### src/sv/movdec_pkg.sv
`default_nettype none

package movdec_pkg;

    // Instruction bytes held for one instruction.
    localparam int MaxBytes = 6;
    localparam logic [2:0] LastIdx = 3'(MaxBytes - 1);

    // Opcode masks and patterns.
    localparam logic [7:0] MaskRmReg  = 8'hfc;
    localparam logic [7:0] OpRmReg    = 8'h88;
    localparam logic [7:0] MaskOneBit = 8'hfe;
    localparam logic [7:0] OpImmRm    = 8'hc6;
    localparam logic [7:0] MaskNibble = 8'hf0;
    localparam logic [7:0] OpImmReg   = 8'hb0;
    localparam logic [7:0] OpMemAcc   = 8'ha0;
    localparam logic [7:0] OpAccMem   = 8'ha2;

    // Mod field codes and the r/m code of the direct address form.
    localparam logic [1:0] ModNoDisp  = 2'd0;
    localparam logic [1:0] ModDisp8   = 2'd1;
    localparam logic [1:0] ModDisp16  = 2'd2;
    localparam logic [2:0] RmDirect   = 3'd6;

    typedef enum logic [2:0] {
        KIND_RM_REG  = 3'd0,
        KIND_IMM_RM  = 3'd1,
        KIND_IMM_REG = 3'd2,
        KIND_MEM_ACC = 3'd3,
        KIND_ACC_MEM = 3'd4,
        KIND_UNSUP   = 3'd5
    } t_kind;

    typedef logic [7:0] t_bytes [MaxBytes];

    typedef struct packed {
        t_kind              op_kind;
        logic               dir_to_reg;
        logic               wide;
        logic [2:0]         reg_code;
        logic [1:0]         mode_code;
        logic [2:0]         rm_code;
        logic signed [15:0] displacement;
        logic [15:0]        immediate;
        logic [15:0]        abs_address;
        logic [2:0]         length;
    } t_result;

    // Sort an opcode byte into one of the MOV forms.
    function automatic t_kind classify(input logic [7:0] op);
        t_kind k;
        if ((op & MaskRmReg) == OpRmReg) begin
            k = KIND_RM_REG;
        end else if ((op & MaskOneBit) == OpImmRm) begin
            k = KIND_IMM_RM;
        end else if ((op & MaskNibble) == OpImmReg) begin
            k = KIND_IMM_REG;
        end else if ((op & MaskOneBit) == OpMemAcc) begin
            k = KIND_MEM_ACC;
        end else if ((op & MaskOneBit) == OpAccMem) begin
            k = KIND_ACC_MEM;
        end else begin
            k = KIND_UNSUP;
        end
        return k;
    endfunction

    // Total length of a mod/rm form once the mod/rm byte is known.
    function automatic logic [2:0] modrm_length(input logic [7:0] op,
                                                input logic [7:0] modrm);
        logic [2:0] n;
        n = 3'd2;
        if (modrm[7:6] == ModDisp8) begin
            n = 3'd3;
        end else if (modrm[7:6] == ModDisp16) begin
            n = 3'd4;
        end else if (modrm[7:6] == ModNoDisp && modrm[2:0] == RmDirect) begin
            n = 3'd4;
        end
        if (classify(op) == KIND_IMM_RM) begin
            n = n + (op[0] ? 3'd2 : 3'd1);
        end
        return n;
    endfunction

    // Build the decoded record from the collected instruction bytes.
    function automatic t_result decode(input t_bytes b, input logic [2:0] exp_len);
        t_result    r;
        t_kind      k;
        logic [2:0] p;
        r = '0;
        p = 3'd2;
        k = classify(b[0]);
        r.op_kind = k;
        case (k)
            KIND_RM_REG, KIND_IMM_RM: begin
                r.mode_code  = b[1][7:6];
                r.reg_code   = b[1][5:3];
                r.rm_code    = b[1][2:0];
                r.wide       = b[0][0];
                r.dir_to_reg = (k == KIND_RM_REG) ? b[0][1] : 1'b0;
                if (b[1][7:6] == ModDisp8) begin
                    r.displacement = {{8{b[2][7]}}, b[2]};
                    p = 3'd3;
                end else if (b[1][7:6] == ModDisp16) begin
                    r.displacement = {b[3], b[2]};
                    p = 3'd4;
                end else if (b[1][7:6] == ModNoDisp && b[1][2:0] == RmDirect) begin
                    r.abs_address = {b[3], b[2]};
                    p = 3'd4;
                end
                if (k == KIND_IMM_RM) begin
                    r.immediate = {(b[0][0] ? b[p + 3'd1] : 8'h00), b[p]};
                end
            end
            KIND_IMM_REG: begin
                r.wide       = b[0][3];
                r.reg_code   = b[0][2:0];
                r.dir_to_reg = 1'b1;
                r.immediate  = {(b[0][3] ? b[2] : 8'h00), b[1]};
            end
            KIND_MEM_ACC, KIND_ACC_MEM: begin
                r.wide        = b[0][0];
                r.dir_to_reg  = (k == KIND_MEM_ACC);
                r.abs_address = {b[2], b[1]};
            end
            default: begin
                r = '0;
                r.op_kind = KIND_UNSUP;
            end
        endcase
        r.length = (k == KIND_UNSUP) ? 3'd1 : exp_len;
        return r;
    endfunction

endpackage

`default_nettype wire

### src/sv/mov_instruction_decoder.sv
`default_nettype none

// Decoder for the 8086 MOV forms, fed one instruction byte per word on the
// input channel. It takes a byte in every cycle while the result register is
// empty or being drained, collects the opcode, the mod/rm byte, the
// displacement, the immediate and the direct address, and works out the
// instruction length from the opcode and mod/rm byte. When the last byte of
// an instruction is taken, one decoded record appears on the output channel
// in the next cycle; an opcode that is not one of the five MOV forms
// (segment register moves included) gives a one-byte unsupported record at
// once. The rate is one byte per cycle, set by the single result register:
// a byte is held off only while a finished record waits to be taken.
module mov_instruction_decoder (
    input  wire logic               i_clk,
    input  wire logic               i_rst_n,
    input  wire logic               i_in_valid,
    output logic                    o_in_ready,
    input  wire logic [7:0]         i_in_byte,
    output logic                    o_out_valid,
    input  wire logic               i_out_ready,
    output logic [2:0]              o_op_kind,
    output logic                    o_dir_to_reg,
    output logic                    o_wide,
    output logic [2:0]              o_reg_code,
    output logic [1:0]              o_mode_code,
    output logic [2:0]              o_rm_code,
    output logic signed [15:0]      o_displacement,
    output logic [15:0]             o_immediate,
    output logic [15:0]             o_abs_address,
    output logic [2:0]              o_length
);

    logic [2:0]             r_idx;
    logic [2:0]             r_exp;
    logic [7:0]             r_bytes [movdec_pkg::MaxBytes];
    logic                   r_valid;
    movdec_pkg::t_result    r_out;

    logic                   accept;
    logic [2:0]             idx;
    logic [2:0]             n_exp;
    logic                   emit;
    movdec_pkg::t_bytes     view;
    movdec_pkg::t_kind      first_kind;
    movdec_pkg::t_result    n_out;

    assign o_in_ready = !r_valid || i_out_ready;
    assign accept     = i_in_valid && o_in_ready;

    // Byte position of the incoming word, with an out-of-range count restarting.
    assign idx = (r_idx > movdec_pkg::LastIdx) ? 3'd0 : r_idx;

    // Collected bytes with the incoming word in its place.
    always_comb begin
        for (int i = 0; i < movdec_pkg::MaxBytes; i++) begin
            view[i] = (idx == 3'(i)) ? i_in_byte : r_bytes[i];
        end
    end

    // Length tracking and end-of-instruction detection.
    always_comb begin
        first_kind = movdec_pkg::classify(i_in_byte);
        n_exp = r_exp;
        emit  = 1'b0;
        if (idx == 3'd0) begin
            case (first_kind)
                movdec_pkg::KIND_UNSUP: begin
                    emit  = 1'b1;
                    n_exp = 3'd0;
                end
                movdec_pkg::KIND_IMM_REG: n_exp = i_in_byte[3] ? 3'd3 : 3'd2;
                movdec_pkg::KIND_MEM_ACC,
                movdec_pkg::KIND_ACC_MEM: n_exp = 3'd3;
                default: n_exp = 3'd0;
            endcase
        end else begin
            if (idx == 3'd1 && r_exp == 3'd0) begin
                n_exp = movdec_pkg::modrm_length(r_bytes[0], i_in_byte);
            end
            emit = (n_exp != 3'd0) && ({1'b0, idx} + 4'd1 >= {1'b0, n_exp});
        end
        n_out = movdec_pkg::decode(view, n_exp);
    end

    // Control state.
    always_ff @(posedge i_clk) begin
        if (!i_rst_n) begin
            r_idx   <= 3'd0;
            r_exp   <= 3'd0;
            r_valid <= 1'b0;
        end else begin
            if (accept) begin
                if (emit) begin
                    r_idx <= 3'd0;
                    r_exp <= 3'd0;
                end else begin
                    r_idx <= idx + 3'd1;
                    r_exp <= n_exp;
                end
            end
            if (accept && emit) begin
                r_valid <= 1'b1;
            end else if (i_out_ready) begin
                r_valid <= 1'b0;
            end
        end
    end

    // Byte store and result register.
    always_ff @(posedge i_clk) begin
        if (accept) begin
            r_bytes[idx] <= i_in_byte;
            if (emit) begin
                r_out <= n_out;
            end
        end
    end

    assign o_out_valid      = r_valid;
    assign o_op_kind        = r_out.op_kind;
    assign o_dir_to_reg     = r_out.dir_to_reg;
    assign o_wide           = r_out.wide;
    assign o_reg_code       = r_out.reg_code;
    assign o_mode_code      = r_out.mode_code;
    assign o_rm_code        = r_out.rm_code;
    assign o_displacement   = r_out.displacement;
    assign o_immediate      = r_out.immediate;
    assign o_abs_address    = r_out.abs_address;
    assign o_length         = r_out.length;

endmodule

`default_nettype wire

### config.mk
export PLATFORM = sky130hd
export DESIGN_NAME = mov_instruction_decoder
export DESIGN_NICKNAME = d
export VERILOG_FILES = /design/src/sv/movdec_pkg.sv /design/src/sv/mov_instruction_decoder.sv
export SDC_FILE = /design/constraint.sdc
export NUM_CORES = 1
export LEC_CHECK = 0
export BUFFER_PORTS_ARGS = -buffer_cell sky130_fd_sc_hd__buf_2
export CAP_MARGIN = 0
export CORE_MARGIN = 1
export CORE_UTILIZATION = 62
export DETAILED_ROUTE_END_ITERATION = 10
export PLACE_DENSITY = 0.82
export SYNTH_ARGS = -nofsm -noshare
export SYNTH_HDL_FRONTEND = slang
export SYNTH_SLANG_ARGS = --single-unit
### constraint.sdc
create_clock -name i_clk -period 15.6 [get_ports i_clk]
set_clock_uncertainty 0.2 [all_clocks]
set_input_delay 1.56 -clock i_clk [delete_from_list [all_inputs] [get_ports i_clk]]
set_output_delay 1.56 -clock i_clk [all_outputs]
set_load 0.05 [all_outputs]
==> results of run 1 <==
[cells by family (layout without fill, tap and decap cells)]
group	Yosys count	count (layout)	synth area share [%]
AOI/OAI and AO/OA	102	102	10.7
adders and majority gates	15	15	3.16
buffers and inverters	51	133	3.75
DFF	119	119	59.0
and+or+nand+nor	127	127	10.8
muxes	67	67	11.9
xor gates and xnor gates	4	4	0.590
[power by group]
group | leakage (uW) | switching (uW) | internal, uW
logic | 0.00137 | 82.3 | 22.8
registers | 0.00113 | 4.84 | 367
clock network | 0.000278 | 152 | 231
total | 0.00278 | 240 | 620
[cell usage in the layout (no fill, tap or decap), types with 4 or more instances in the layout]
cell type	synthesis	layout
inv_6	0	6
o21ai_0	25	25
dfxtp_1	7	7
and3_1	9	9
o22ai_1	33	33
nor2_1	36	36
inv_1	23	23
mux2_2	24	24
mux2i_1	41	41
buf_2	3	77
nand2b_1	6	6
edfxtp_1	112	112
a31oi_1	6	6
nor3_1	4	4
a21oi_1	19	18
nand3_1	8	8
and2_1	6	6
nor2b_1	6	6
nand2_1	34	34
ha_1	15	15
clkbuf_16	0	16
[metrics by stage]
stage / cell area (sq um) / hold slack [ns]
floorplan: 5930 / 0.236
global placement: 6360 / 0.250
detailed placement: 6360 / 0.267
CTS: 6940 / 0.284
global route: 6940 / 0.330
finish: 6940 / 0.278
[worst max path at each step]
stage | endpoint | cells after the start
2_1_floorplan | o_abs_address[0]$_DFFE_PP_ | 13
3_3_place_gp | o_abs_address[14]$_DFFE_PP_ | 14
3_5_place_dp | o_displacement[6]$_SDFFCE_PN0P_ | 14
4_1_cts | o_displacement[3]$_SDFFCE_PN0P_ | 14
5_1_grt | o_immediate[15]$_DFFE_PP_ | 14
6_report | o_immediate[15]$_DFFE_PP_ | 14
[worst reg2reg max path, cell delays in order, from the launching register on]
cell and delay, ns:
dfxtp_1 0.37, ha_1 0.22, nor2b_1 0.49, ha_1 0.29, nand2b_1 0.51, o41ai_1 0.62, ha_1 0.20, nand2b_1 0.10
a21oi_1 0.06, o21ai_0 0.15, o211ai_1 0.26, a21oi_4 0.20, buf_4 0.62
[per-layer routing]
| layer | GRT usage (%) | up-vias |
|---|---|---|
| li1 | - | 1955 |
| met5 | 0 | - |
| met4 | 13.9 | 0 |
| met3 | 5.85 | 44 |
| met2 | 47.9 | 277 |
| met1 | 40.0 | 2094 |
[cell type report]
type	count	area [sq um]	share of cell area, %
clock buffer	17	414	5.97
clock inverter	15	165	2.38
inverter	23	86.3	1.24
multi-input combinational	315	2220	32.0
sequential	119	3500	50.5
tap	129	161	2.32
timing repair buffer	78	393	5.66
==> metrics.md, run 1 <==
| Metric | Value |
|---|---|
| Critical path buffers and inverters | 3 |
| Worst reg2reg path depth | 12 |
| Avg WL per Cell | a little over 20 um |
| Worst Path Required | around 16 ns |
| Post-DP HPWL | approximately 9500 um |
| Worst r2r src | r_idx[1]$_SDFFE_PN0P_ |
| Drt pass-1 iters | 5 |
| Worst slew pin tran | around 1.2 ns |
| 1st-iter DRT viols | between 500 and 600 |
| Total chip power | ~860 uW |
| WS Path Type | input port to flop |
| Total Neg Setup Slack | 0 ns |
| Post-Syn Nets | slightly above 500 |
| Maxcap violations | 0 |
| Wire length on met2 | approximately 6600 um |
| Top delay family on crit path | compound AO/OA/AOI/OAI gates |
| Die area | roughly 10000 sq um |
| Top-count cell post-synth | edfxtp_1 |
| Max FO, Critical Path | 64 |
| Mean post-synth cell area | between 10 and 15 sq um |
| Antenna Diode Count | 0 |
| CTS sink count | 119 |
| Slew headroom | a little under a fifth |
| Initial antenna violation count | 0 |
| Reg with most FFs | r_bytes |
| Count of cell types in the netlist | between 50 and 60 |
| # Post-CTS Setup Buffers | 0 |
| Hold Buf Count CTS | 0 |
| Via/cell ratio | ~6.3 |
| Max layer used | met4 |
| YS warnings | 0 |
| Min Tclk post-route | around 4.8 ns |
| Final Net Count | approximately 580 |
| Synth async-reset ratio | 0% |
| Outcome | finished, final reports clean |
| Place WS | about 10 ns |
| Area leader, netlist | edfxtp_1 |
| Reg clk slew, reported paths | 0.06 ns |
| Area of the core | around 9200 sq um |
| H-Tree Depth | 4 |
| Fraction of layout cells with a size suffix above 1 | 26.3% |
| HP Start | r_idx[0]$_SDFFE_PN0P_ |
| Most used cell along the critical path | ha_1 |
| Critical Path Source Type | input port |
| Die X | roughly 100 um |
| Reg2Reg Setup Slack | about 11 ns |
| Worst Hold Path EP | r_idx[0]$_SDFFE_PN0P_ |
| Post-synth EDFFs | around 110 |
| Routed Antenna Nets | 0 |
| Final non-filler cell total | 696 |
| Crit path arrival time | roughly 4.8 ns |
| Cell breakdown of the critical path | buf_2 > nand2_1 > o31a_1 > ha_1 > nor2_1 > nand4b_1 > xor2_1 > a21oi_1 > ha_1 > inv_1 > o21ai_0 > o211ai_1 > a21oi_4 > buf_4 |
| Fmax | slightly above 0.2 GHz |
| Vias in the first global route | between 4000 and 5000 |
| DRC | 0 |
| Mapped Area | between 5000 and 6000 sq um |
| Placed insts | approximately 660 |
| Final Hold Vio Count | 0 |
| Unrepaired setup endpoints after global routing | false |
| # fillers | 581 |
| Routed metal-1 wire length | a little under 6000 um |
| Fin worst setup slack | 10.77 ns |
| Slowest CP cell | buf_4 |
| CTS resizes | 0 |
| Crit. End Element | flop |
| Via count | 4370 |
| Worst-Skew Late Latency | around 0.53 ns |
| GR Overflow Total | 0 |
| Pwr dens | between 100 and 150 nW/um^2 |
| WL final | 14100 um |
| Hold crit path type | flop to flop |
| First-pass GRT wire length | 22100 um |
| Num ports | between 70 and 80 |
| Util after Layout | ~75% |
| Share of the synthesized area in the top cell type | 56.7% |
| Tcrit/Tclk final | roughly 31% |
| LEAKAGE | 0.00278 uW |
| Initial core utilization | between 60 and 70% |
| Post-synth top cells | 112 x edfxtp_1, 41 x mux2i_1, 36 x nor2_1 |
| Met3 Wirelength | around 1200 um |
| Worst path max stage delay | 0.62 ns |
| Number of flip-flops in the largest register | 48 |
| Die height | between 90 and 100 um |
| Cell row count | 35 |
| Seq/Total Area, Yosys | roughly 59% |
| Clock root cell | clkbuf_8 |
| Number of port buffers | 77 |
| Top FF cell, synth | edfxtp_1 |
| Worst setup path start | i_in_byte[1] |
| Num CTS Buffers | 17 |
| GRT Util Overall | 30.0% |
| CTS tree | built |
| Final Max Tran Viols | 0 |
| Pin count of the biggest net entering global routing | between 60 and 70 |
| Capture point of the worst reg-to-reg path | o_immediate[15]$_DFFE_PP_ |
| Min-Delay Path Depth | 2 |
| Top post-synthesis cells by area | edfxtp_1 57%, mux2i_1 6.9%, mux2_2 4.6% |
| #FFs+latches synth | about 120 |
| Final setup violating endpoints | 0 |
| Syn-to-layout area delta | 17.0% |
| Cells after Synth | just under 500 |
| Clock Path Buffers | 2 |
| Worst VDD drop | ~0.000084 V |
| Routability congestion estimate | approximately 0.93 |
Note: power is estimated with default switching activity, not from simulation.
==> inputs of run 2 (changes only) <==
Settings changed: CORE_UTILIZATION 62 to 52, PLACE_DENSITY 0.82 to 0.73.
Clock period 15.6 ns to 4.06 ns, I/O delays scaled along.
==> run 2 against run 1 <==
Net effect:
- die area grew 19%
- core utilization shrank 10 points
- setup slack lost 10 ns
- clock-buffer cell count is the same
- global-route usage shrank 4.0 points
- critical path depth shrank 4
==> metrics.md, run 2 (same netlist as run 1, synthesis figures left out) <==
| Metric | Value |
|---|---|
| Leading cell type in the layout, fill and taps excluded | edfxtp_1 |
| Reg2Reg Setup Slack | 0.40 ns (-10.48 ns) |
| Antenna Diode Count | 0 (unchanged) |
| Maxcap violations | 0 (unchanged) |
| Final Max Tran Viols | 0 (unchanged) |
| Area of the core | 11000 sq um (+19%) |
| WS Path Type | flop to flop |
| Final Net Count | 608 (+4.6%) |
| Worst path max stage delay | 0.55 ns (-0.07 ns) |
| Max FO, Critical Path | 16 (-75%) |
| Routability congestion estimate | 0.847 (-8.8%) |
| Via/cell ratio | 5.93 (-5.6%) |
| Top delay family on crit path | simple AND/OR/NAND/NOR gates |
| # Post-CTS Setup Buffers | 0 (unchanged) |
| Most used cell along the critical path | ha_1 |
| Cell area after placement | 6610 sq um (+3.8%) |
| Unrepaired setup endpoints after global routing | false |
| Post-DP HPWL | 10100 um (+7.1%) |
| Worst reg2reg path depth | 10 (-2) |
| Reg clk slew, reported paths | 0.06 ns (about the same) |
| 1st-iter DRT viols | 404 (-20%) |
| Tcrit/Tclk final | approximately 90% |
| Num ports | 78 (unchanged) |
| WL final | 14500 um (+2.8%) |
| Critical Path Source Type | flop |
| Min Tclk post-route | between 3 and 4 ns |
| Crit path arrival time | 3.59 ns (-1.19 ns) |
| Worst Path Required | 3.99 ns (-11.56 ns) |
| Vias in the first global route | 4133 (-0.48%) |
| Number of port buffers | 77 (unchanged) |
| Via count | 4352 (-0.41%) |
| Total chip power | 3200 uW (+270%) |
| Worst Hold Path EP | o_out_valid$_SDFFE_PN0P_ |
| Slew headroom | 22.0% (+3.9 points) |
| Most frequent cells in the layout | 112 x edfxtp_1, 77 x buf_2, 41 x mux2i_1 |
| Routed Antenna Nets | 0 (unchanged) |
| Avg WL per Cell | 19.7 um (-2.5%) |
| Initial antenna violation count | 0 (unchanged) |
| Pwr dens | 449 nW/um^2 (+260%) |
| Fmax | around 0.27 GHz |
| Die height | 109 um (+9.0%) |
| HP Start | i_rst_n |
| Worst setup path start | r_idx[1]$_SDFFE_PN0P_ |
| H-Tree Depth | 4 (unchanged) |
| Number of flip-flops in the largest register | 48 (unchanged) |
| GRT Util Overall | 26.0% (-4.0 points) |
| Num CTS Buffers | 17 (unchanged) |
| Fin area | 7140 sq um (+2.8%) |
| Final Hold Vio Count | 0 (unchanged) |
| Drt pass-1 iters | 5 (unchanged) |
| Crit. End Element | flop |
| CTS sink count | 119 (unchanged) |
| Min-Delay Path Depth | 3 (+1) |
| CTS resizes | 0 (unchanged) |
| Total Neg Setup Slack | 0 ns (unchanged) |
| DRC | 0 (unchanged) |
| Outcome | finished, final reports clean |
| Fraction of layout cells with a size suffix above 1 | 29.8% (+3.5 points) |
| Die area | 11800 sq um (+19%) |
| Hold crit path type | input port to flop |
| CTS tree | built |
| Die X | 109 um (+9.0%) |
| Reg with most FFs | r_bytes |
| Syn-to-layout area delta | 20.3% |
| Hold Buf Count CTS | 0 (unchanged) |
| Cell breakdown of the critical path | ha_1 > nor2b_4 > inv_1 > ha_1 > nand2b_4 > mux2_2 > and3_1 > nor2_2 > or3_1 > o22ai_1 |
| Clock root cell | clkbuf_16 |
| Capture point of the worst reg-to-reg path | o_abs_address[14]$_DFFE_PP_ |
| Worst VDD drop | 0.000389 V (+370%) |
| Initial core utilization | 54.0% (-10 points) |
| Worst r2r src | r_idx[1]$_SDFFE_PN0P_ |
| GR Overflow Total | 0 (unchanged) |
| Cell row count | 38 (+8.6%) |
| Final setup violating endpoints | 0 (unchanged) |
| LEAKAGE | 0.00289 uW (+3.9%) |
| Slowest CP cell | or3_1 |
| Worst slew pin tran | 1.16 ns (-0.0573 ns) |
| Critical path buffers and inverters | 1 (-2) |
| Worst-Skew Late Latency | 0.42 ns (-0.11 ns) |
| First-pass GRT wire length | 22500 um (+1.7%) |
| Clock Path Buffers | 2 (unchanged) |
| Pin count of the biggest net entering global routing | 23 (-65%) |
run 2: power by group:
group	internal (uW)	switching (uW)	total, uW
combinational	112	324	436
clock	776	565	1340
sequential	1410	18.5	1430
total	2300	908	3200
run 2: worst reg2reg max path: stages, from the launching register on:
cell and delay (ns):
dfxtp_1 0.35, ha_1 0.24, nor2b_4 0.23, inv_1 0.13, ha_1 0.29, nand2b_4 0.21, mux2_2 0.39, and3_1 0.32
nor2_2 0.26, or3_1 0.55, o22ai_1 0.20
run 2: how the worst max path moves through the flow:
stage / cells after the start / to
detailed placement: 10 / o_abs_address[14]$_DFFE_PP_
floorplan: 13 / o_abs_address[0]$_DFFE_PP_
CTS: 10 / o_abs_address[14]$_DFFE_PP_
global placement: 14 / o_immediate[14]$_DFFE_PP_
global route: 10 / o_abs_address[1]$_DFFE_PP_
finish: 10 / o_abs_address[14]$_DFFE_PP_
run 2: layout make-up:
class	count	area, sq um
fillers	850	3840
flip-flops and latches	119	3500
multi-input cells	315	2230
repair buffers	105	608
clock buffers	17	425
well taps	140	175
clock inverters	15	108
inverters	23	86.3
run 2: metrics by stage:
stage	setup slack, ns	hold WS (ns)	util (%)	std cells
final	0.404	0.118	65.0	734
after detailed placement	0.429	0.274	60.2	702
after global placement	0.504	0.266	60.2	702
after floorplan	0.0183	0.245	-	485
after global routing	0.209	0.133	65.0	734
after CTS	0.437	0.112	65.0	734
run 2: routing by layer:
layer	part of all wire [%]	up-vias	GRT usage [%]
met1	43	2097	34.8
met5	0	-	0
li1	-	2015	-
met3	7.2	28	5.44
met2	48	212	41.2
met4	2.3	0	10.9
==> inputs of run 3 (changes only) <==
Settings changed: ABC_AREA set to 1.
==> run 3 against run 2 <==
Net effect:
- highest routed layer unchanged
- sequential power barely moved
- critical path type unchanged
- register-to-register slack worse by 0.15 ns
- first-iteration DRC count decreased by 15%
- sequential share of layout area grew 0.29 points
==> metrics.md, run 3 <==
| Metric | Value |
|---|---|
| Outcome | finished, final reports clean |
| Reg clk slew, reported paths | 0.06 ns (about the same) |
| Hold crit path type | input port to flop |
| Initial antenna violation count | 0 (unchanged) |
| DRC | 0 (unchanged) |
| Util after Layout | 64.4% (-0.65 points) |
| Die X | 109 um (+0.57%) |
| Most frequent cells in the layout | 134 x nand2_1, 112 x edfxtp_1, 81 x inv_1 |
| Setup crit end | o_displacement[4]$_SDFFCE_PN0P_ |
| H-Tree Depth | 4 (unchanged) |
| Mean post-synth cell area | 9.97 sq um (-18%) |
| Cells after Synth | 602 (+24%) |
| YS warnings | 0 (unchanged) |
| Pin count of the biggest net entering global routing | 49 (+110%) |
| Top post-synthesis cells by area | edfxtp_1 56%, nand2_1 8.4%, inv_1 5.1% |
| Maxcap violations | 0 (unchanged) |
| Total chip power | 3320 uW (+3.5%) |
| Crit path arrival time | 3.78 ns (+0.19 ns) |
| Count of cell types in the netlist | 38 (-28%) |
| Clock network power share | 41.2% (-0.7 points) |
| Die height | 109 um (+0.57%) |
| Tcrit/Tclk final | 93.8% (+3.7 points) |
| Min-Delay Path Depth | 1 (-2) |
| Worst setup path start | r_idx[1]$_SDFFE_PN0P_ |
| Post-DP HPWL | 10700 um (+6.0%) |
| Via count | 4575 (+5.1%) |
| Slew headroom | 26.4% (+4.4 points) |
| Worst VDD drop | 0.000244 V (-37%) |
| Leading cell type in the layout, fill and taps excluded | nand2_1 |
| Reg with most FFs | r_bytes |
| Number of flip-flops in the largest register | 48 (unchanged) |
| GRT Util Overall | 26.2% (+0.20 points) |
| Final setup violating endpoints | 0 (unchanged) |
| #FFs+latches synth | 119 (unchanged) |
| Clock Path Buffers | 2 (unchanged) |
| Final Hold Vio Count | 0 (unchanged) |
| Pwr dens | 467 nW/um^2 (+4.1%) |
| Via/cell ratio | 5.41 (-8.7%) |
| Clock root cell | clkbuf_16 |
| Area leader, netlist | edfxtp_1 |
| Seq/Total Area, Yosys | 58.3% (-0.69 points) |
| Comb power frac | 15.4% (+1.8 points) |
| Hold Buf Count CTS | 0 (unchanged) |
| # fillers | 891 (+4.8%) |
| Die area | 12000 sq um (+1.2%) |
| Worst slew pin tran | 1.10 ns (-0.0594 ns) |
| Avg WL per Cell | 17.5 um (-11%) |
| Unrepaired setup endpoints after global routing | false |
| Total Neg Setup Slack | 0 ns (unchanged) |
| Reg2Reg Setup Slack | 0.25 ns (-0.15 ns) |
| Initial core utilization | 54.4% (+0.40 points) |
| CTS sink count | 119 (unchanged) |
| Crit. End Element | flop |
| Routability congestion estimate | 0.956 (+13%) |
| 1st-iter DRT viols | 345 (-15%) |
| Top FF cell, synth | edfxtp_1 |
| Place WS | 0.228 ns (-0.202 ns) |
| Drt pass-1 iters | 5 (unchanged) |
| Final Max Tran Viols | 0 (unchanged) |
| Cell area after placement | 6530 sq um (-1.2%) |
| Synth async-reset ratio | 0% (unchanged) |
| Max FO, Critical Path | 24 (+8) |
| Worst-Skew Late Latency | 0.42 ns (about the same) |
| Antenna Diode Count | 0 (unchanged) |
| Fraction of layout cells with a size suffix above 1 | 24.3% (-5.5 points) |
| Worst Path Required | 4.03 ns (+0.04 ns) |
| Cell row count | 38 (unchanged) |
| Worst reg2reg path depth | 17 (+7) |
| Min Tclk post-route | 3.81 ns (+0.151 ns) |
| LEAKAGE | 0.00300 uW (+3.8%) |
| Share of the synthesized area in the top cell type | 56.0% (-0.66 points) |
| Mapped Area | 6000 sq um (+1.2%) |
| Capture point of the worst reg-to-reg path | o_displacement[4]$_SDFFCE_PN0P_ |
| Fin worst setup slack | 0.254 ns (-0.151 ns) |
| CTS tree | built |
| Critical Path Source Type | flop |
| Final Net Count | 719 (+18%) |
| Num CTS Buffers | 17 (unchanged) |
| Fin area | 7100 sq um (-0.58%) |
| Vias in the first global route | 4322 (+4.6%) |
| Post-synth top cells | 134 x nand2_1, 112 x edfxtp_1, 82 x inv_1 |
| Top-count cell post-synth | nand2_1 |
| Sw power | 1000 uW (+10%) |
| Num ports | 78 (unchanged) |
| Worst r2r src | r_idx[1]$_SDFFE_PN0P_ |
| GR Overflow Total | 0 (unchanged) |
| Sequential Power Share | 43.4% (-1.1 points) |
| First-pass GRT wire length | 22600 um (+0.65%) |
| Area of the core | 11000 sq um (+0.43%) |
| Internal power | 2320 uW (+0.91%) |
| WL final | 14800 um (+2.2%) |
| Fmax | 0.263 GHz (-4.0%) |
| Post-Syn Nets | 629 (+23%) |
| Routed Antenna Nets | 0 (unchanged) |
| Number of port buffers | 77 (unchanged) |
| Syn-to-layout area delta | 18.2% |
| WS Path Type | flop to flop |
| Post-synth EDFFs | 112 (unchanged) |
| Switching Share | 30.1% (+1.8 points) |
## run 3: power groups by stage
stage / Clock [uW] / Combinational (uW) / Sequential [uW]
after floorplan: 0 / 182 / 1670
after global placement: 0 / 490 / 1460
after detailed placement: 0 / 498 / 1470
after CTS: 1380 / 500 / 1440
after global routing: 1430 / 545 / 1450
final: 1370 / 509 / 1440
## run 3: per-layer routing
| metal | wire (um) | vias up | GRT usage (%) |
|---|---|---|---|
| met2 | 6810 | 203 | 40.8 |
| met1 | 6690 | 2118 | 36.3 |
| li1 | - | 2234 | - |
| met3 | 1050 | 20 | 5.51 |
| met5 | 0 | - | 0 |
| met4 | 242 | 0 | 9.62 |
## run 3: cells by family (layout without fill, tap and decap cells)
logic type | after synthesis | count (layout) | synth area share (%)
and+or+nand+nor | 242 | 242 | 19.0
adders and majority gates | 15 | 15 | 3.13
buffers and inverters | 102 | 205 | 7.33
DFF | 119 | 119 | 58.3
AOI/OAI and AO/OA | 124 | 124 | 12.2
## run 3: layout make-up
type	instances	area, sq um	area share, %
clock buffers	17	425	5.99
multi-input cells	381	2060	29.1
well taps	140	175	2.47
clock inverters	15	120	1.69
flip-flops and latches	119	3500	49.3
repair buffers	85	475	6.70
inverters	88	337	4.74
## run 3: through the flow
stage	hold WS [ns]	instances
after floorplan	0.245	602
final	0.0958	845
after global routing	0.0845	845
after global placement	0.258	812
after CTS	0.0819	844
after detailed placement	0.261	812
## run 3: worst min path at each step
stage                         endpoint                   from  slack [ns]
2_1_floorplan    r_exp[0]$_SDFFE_PN0P_  r_exp[0]$_SDFFE_PN0P_        0.25
3_3_place_gp     r_idx[0]$_SDFFE_PN0P_  r_idx[0]$_SDFFE_PN0P_        0.26
3_5_place_dp     r_idx[0]$_SDFFE_PN0P_  r_idx[0]$_SDFFE_PN0P_        0.26
4_1_cts        r_bytes[1][5]$_DFFE_PP_           i_in_byte[5]        0.08
5_1_grt        r_bytes[1][5]$_DFFE_PP_           i_in_byte[5]        0.08
6_report       r_bytes[1][5]$_DFFE_PP_           i_in_byte[5]         0.1
## run 3: critical path, cell delays in order, from the launching register on
cell        delay [ns]
dfxtp_1           0.35
ha_1              0.22
nor2_2            0.25
ha_1              0.28
nand2_4           0.15
nor2_1            0.21
nand3_1           0.15
nand2_1           0.12
ha_1              0.23
o21ai_0           0.18
nand2_1           0.09
nand2_1           0.06
a21oi_1           0.06
nand2_1           0.19
nand2_1           0.08
nand2_1           0.14
clkinvlp_4        0.28
clkbuf_16         0.29
## run 3: what timing repair did
action / CTS / global route
resized for setup: 0 / 1
buffers inserted: 0 / 0
endpoints found under the setup margin: 0 / 57
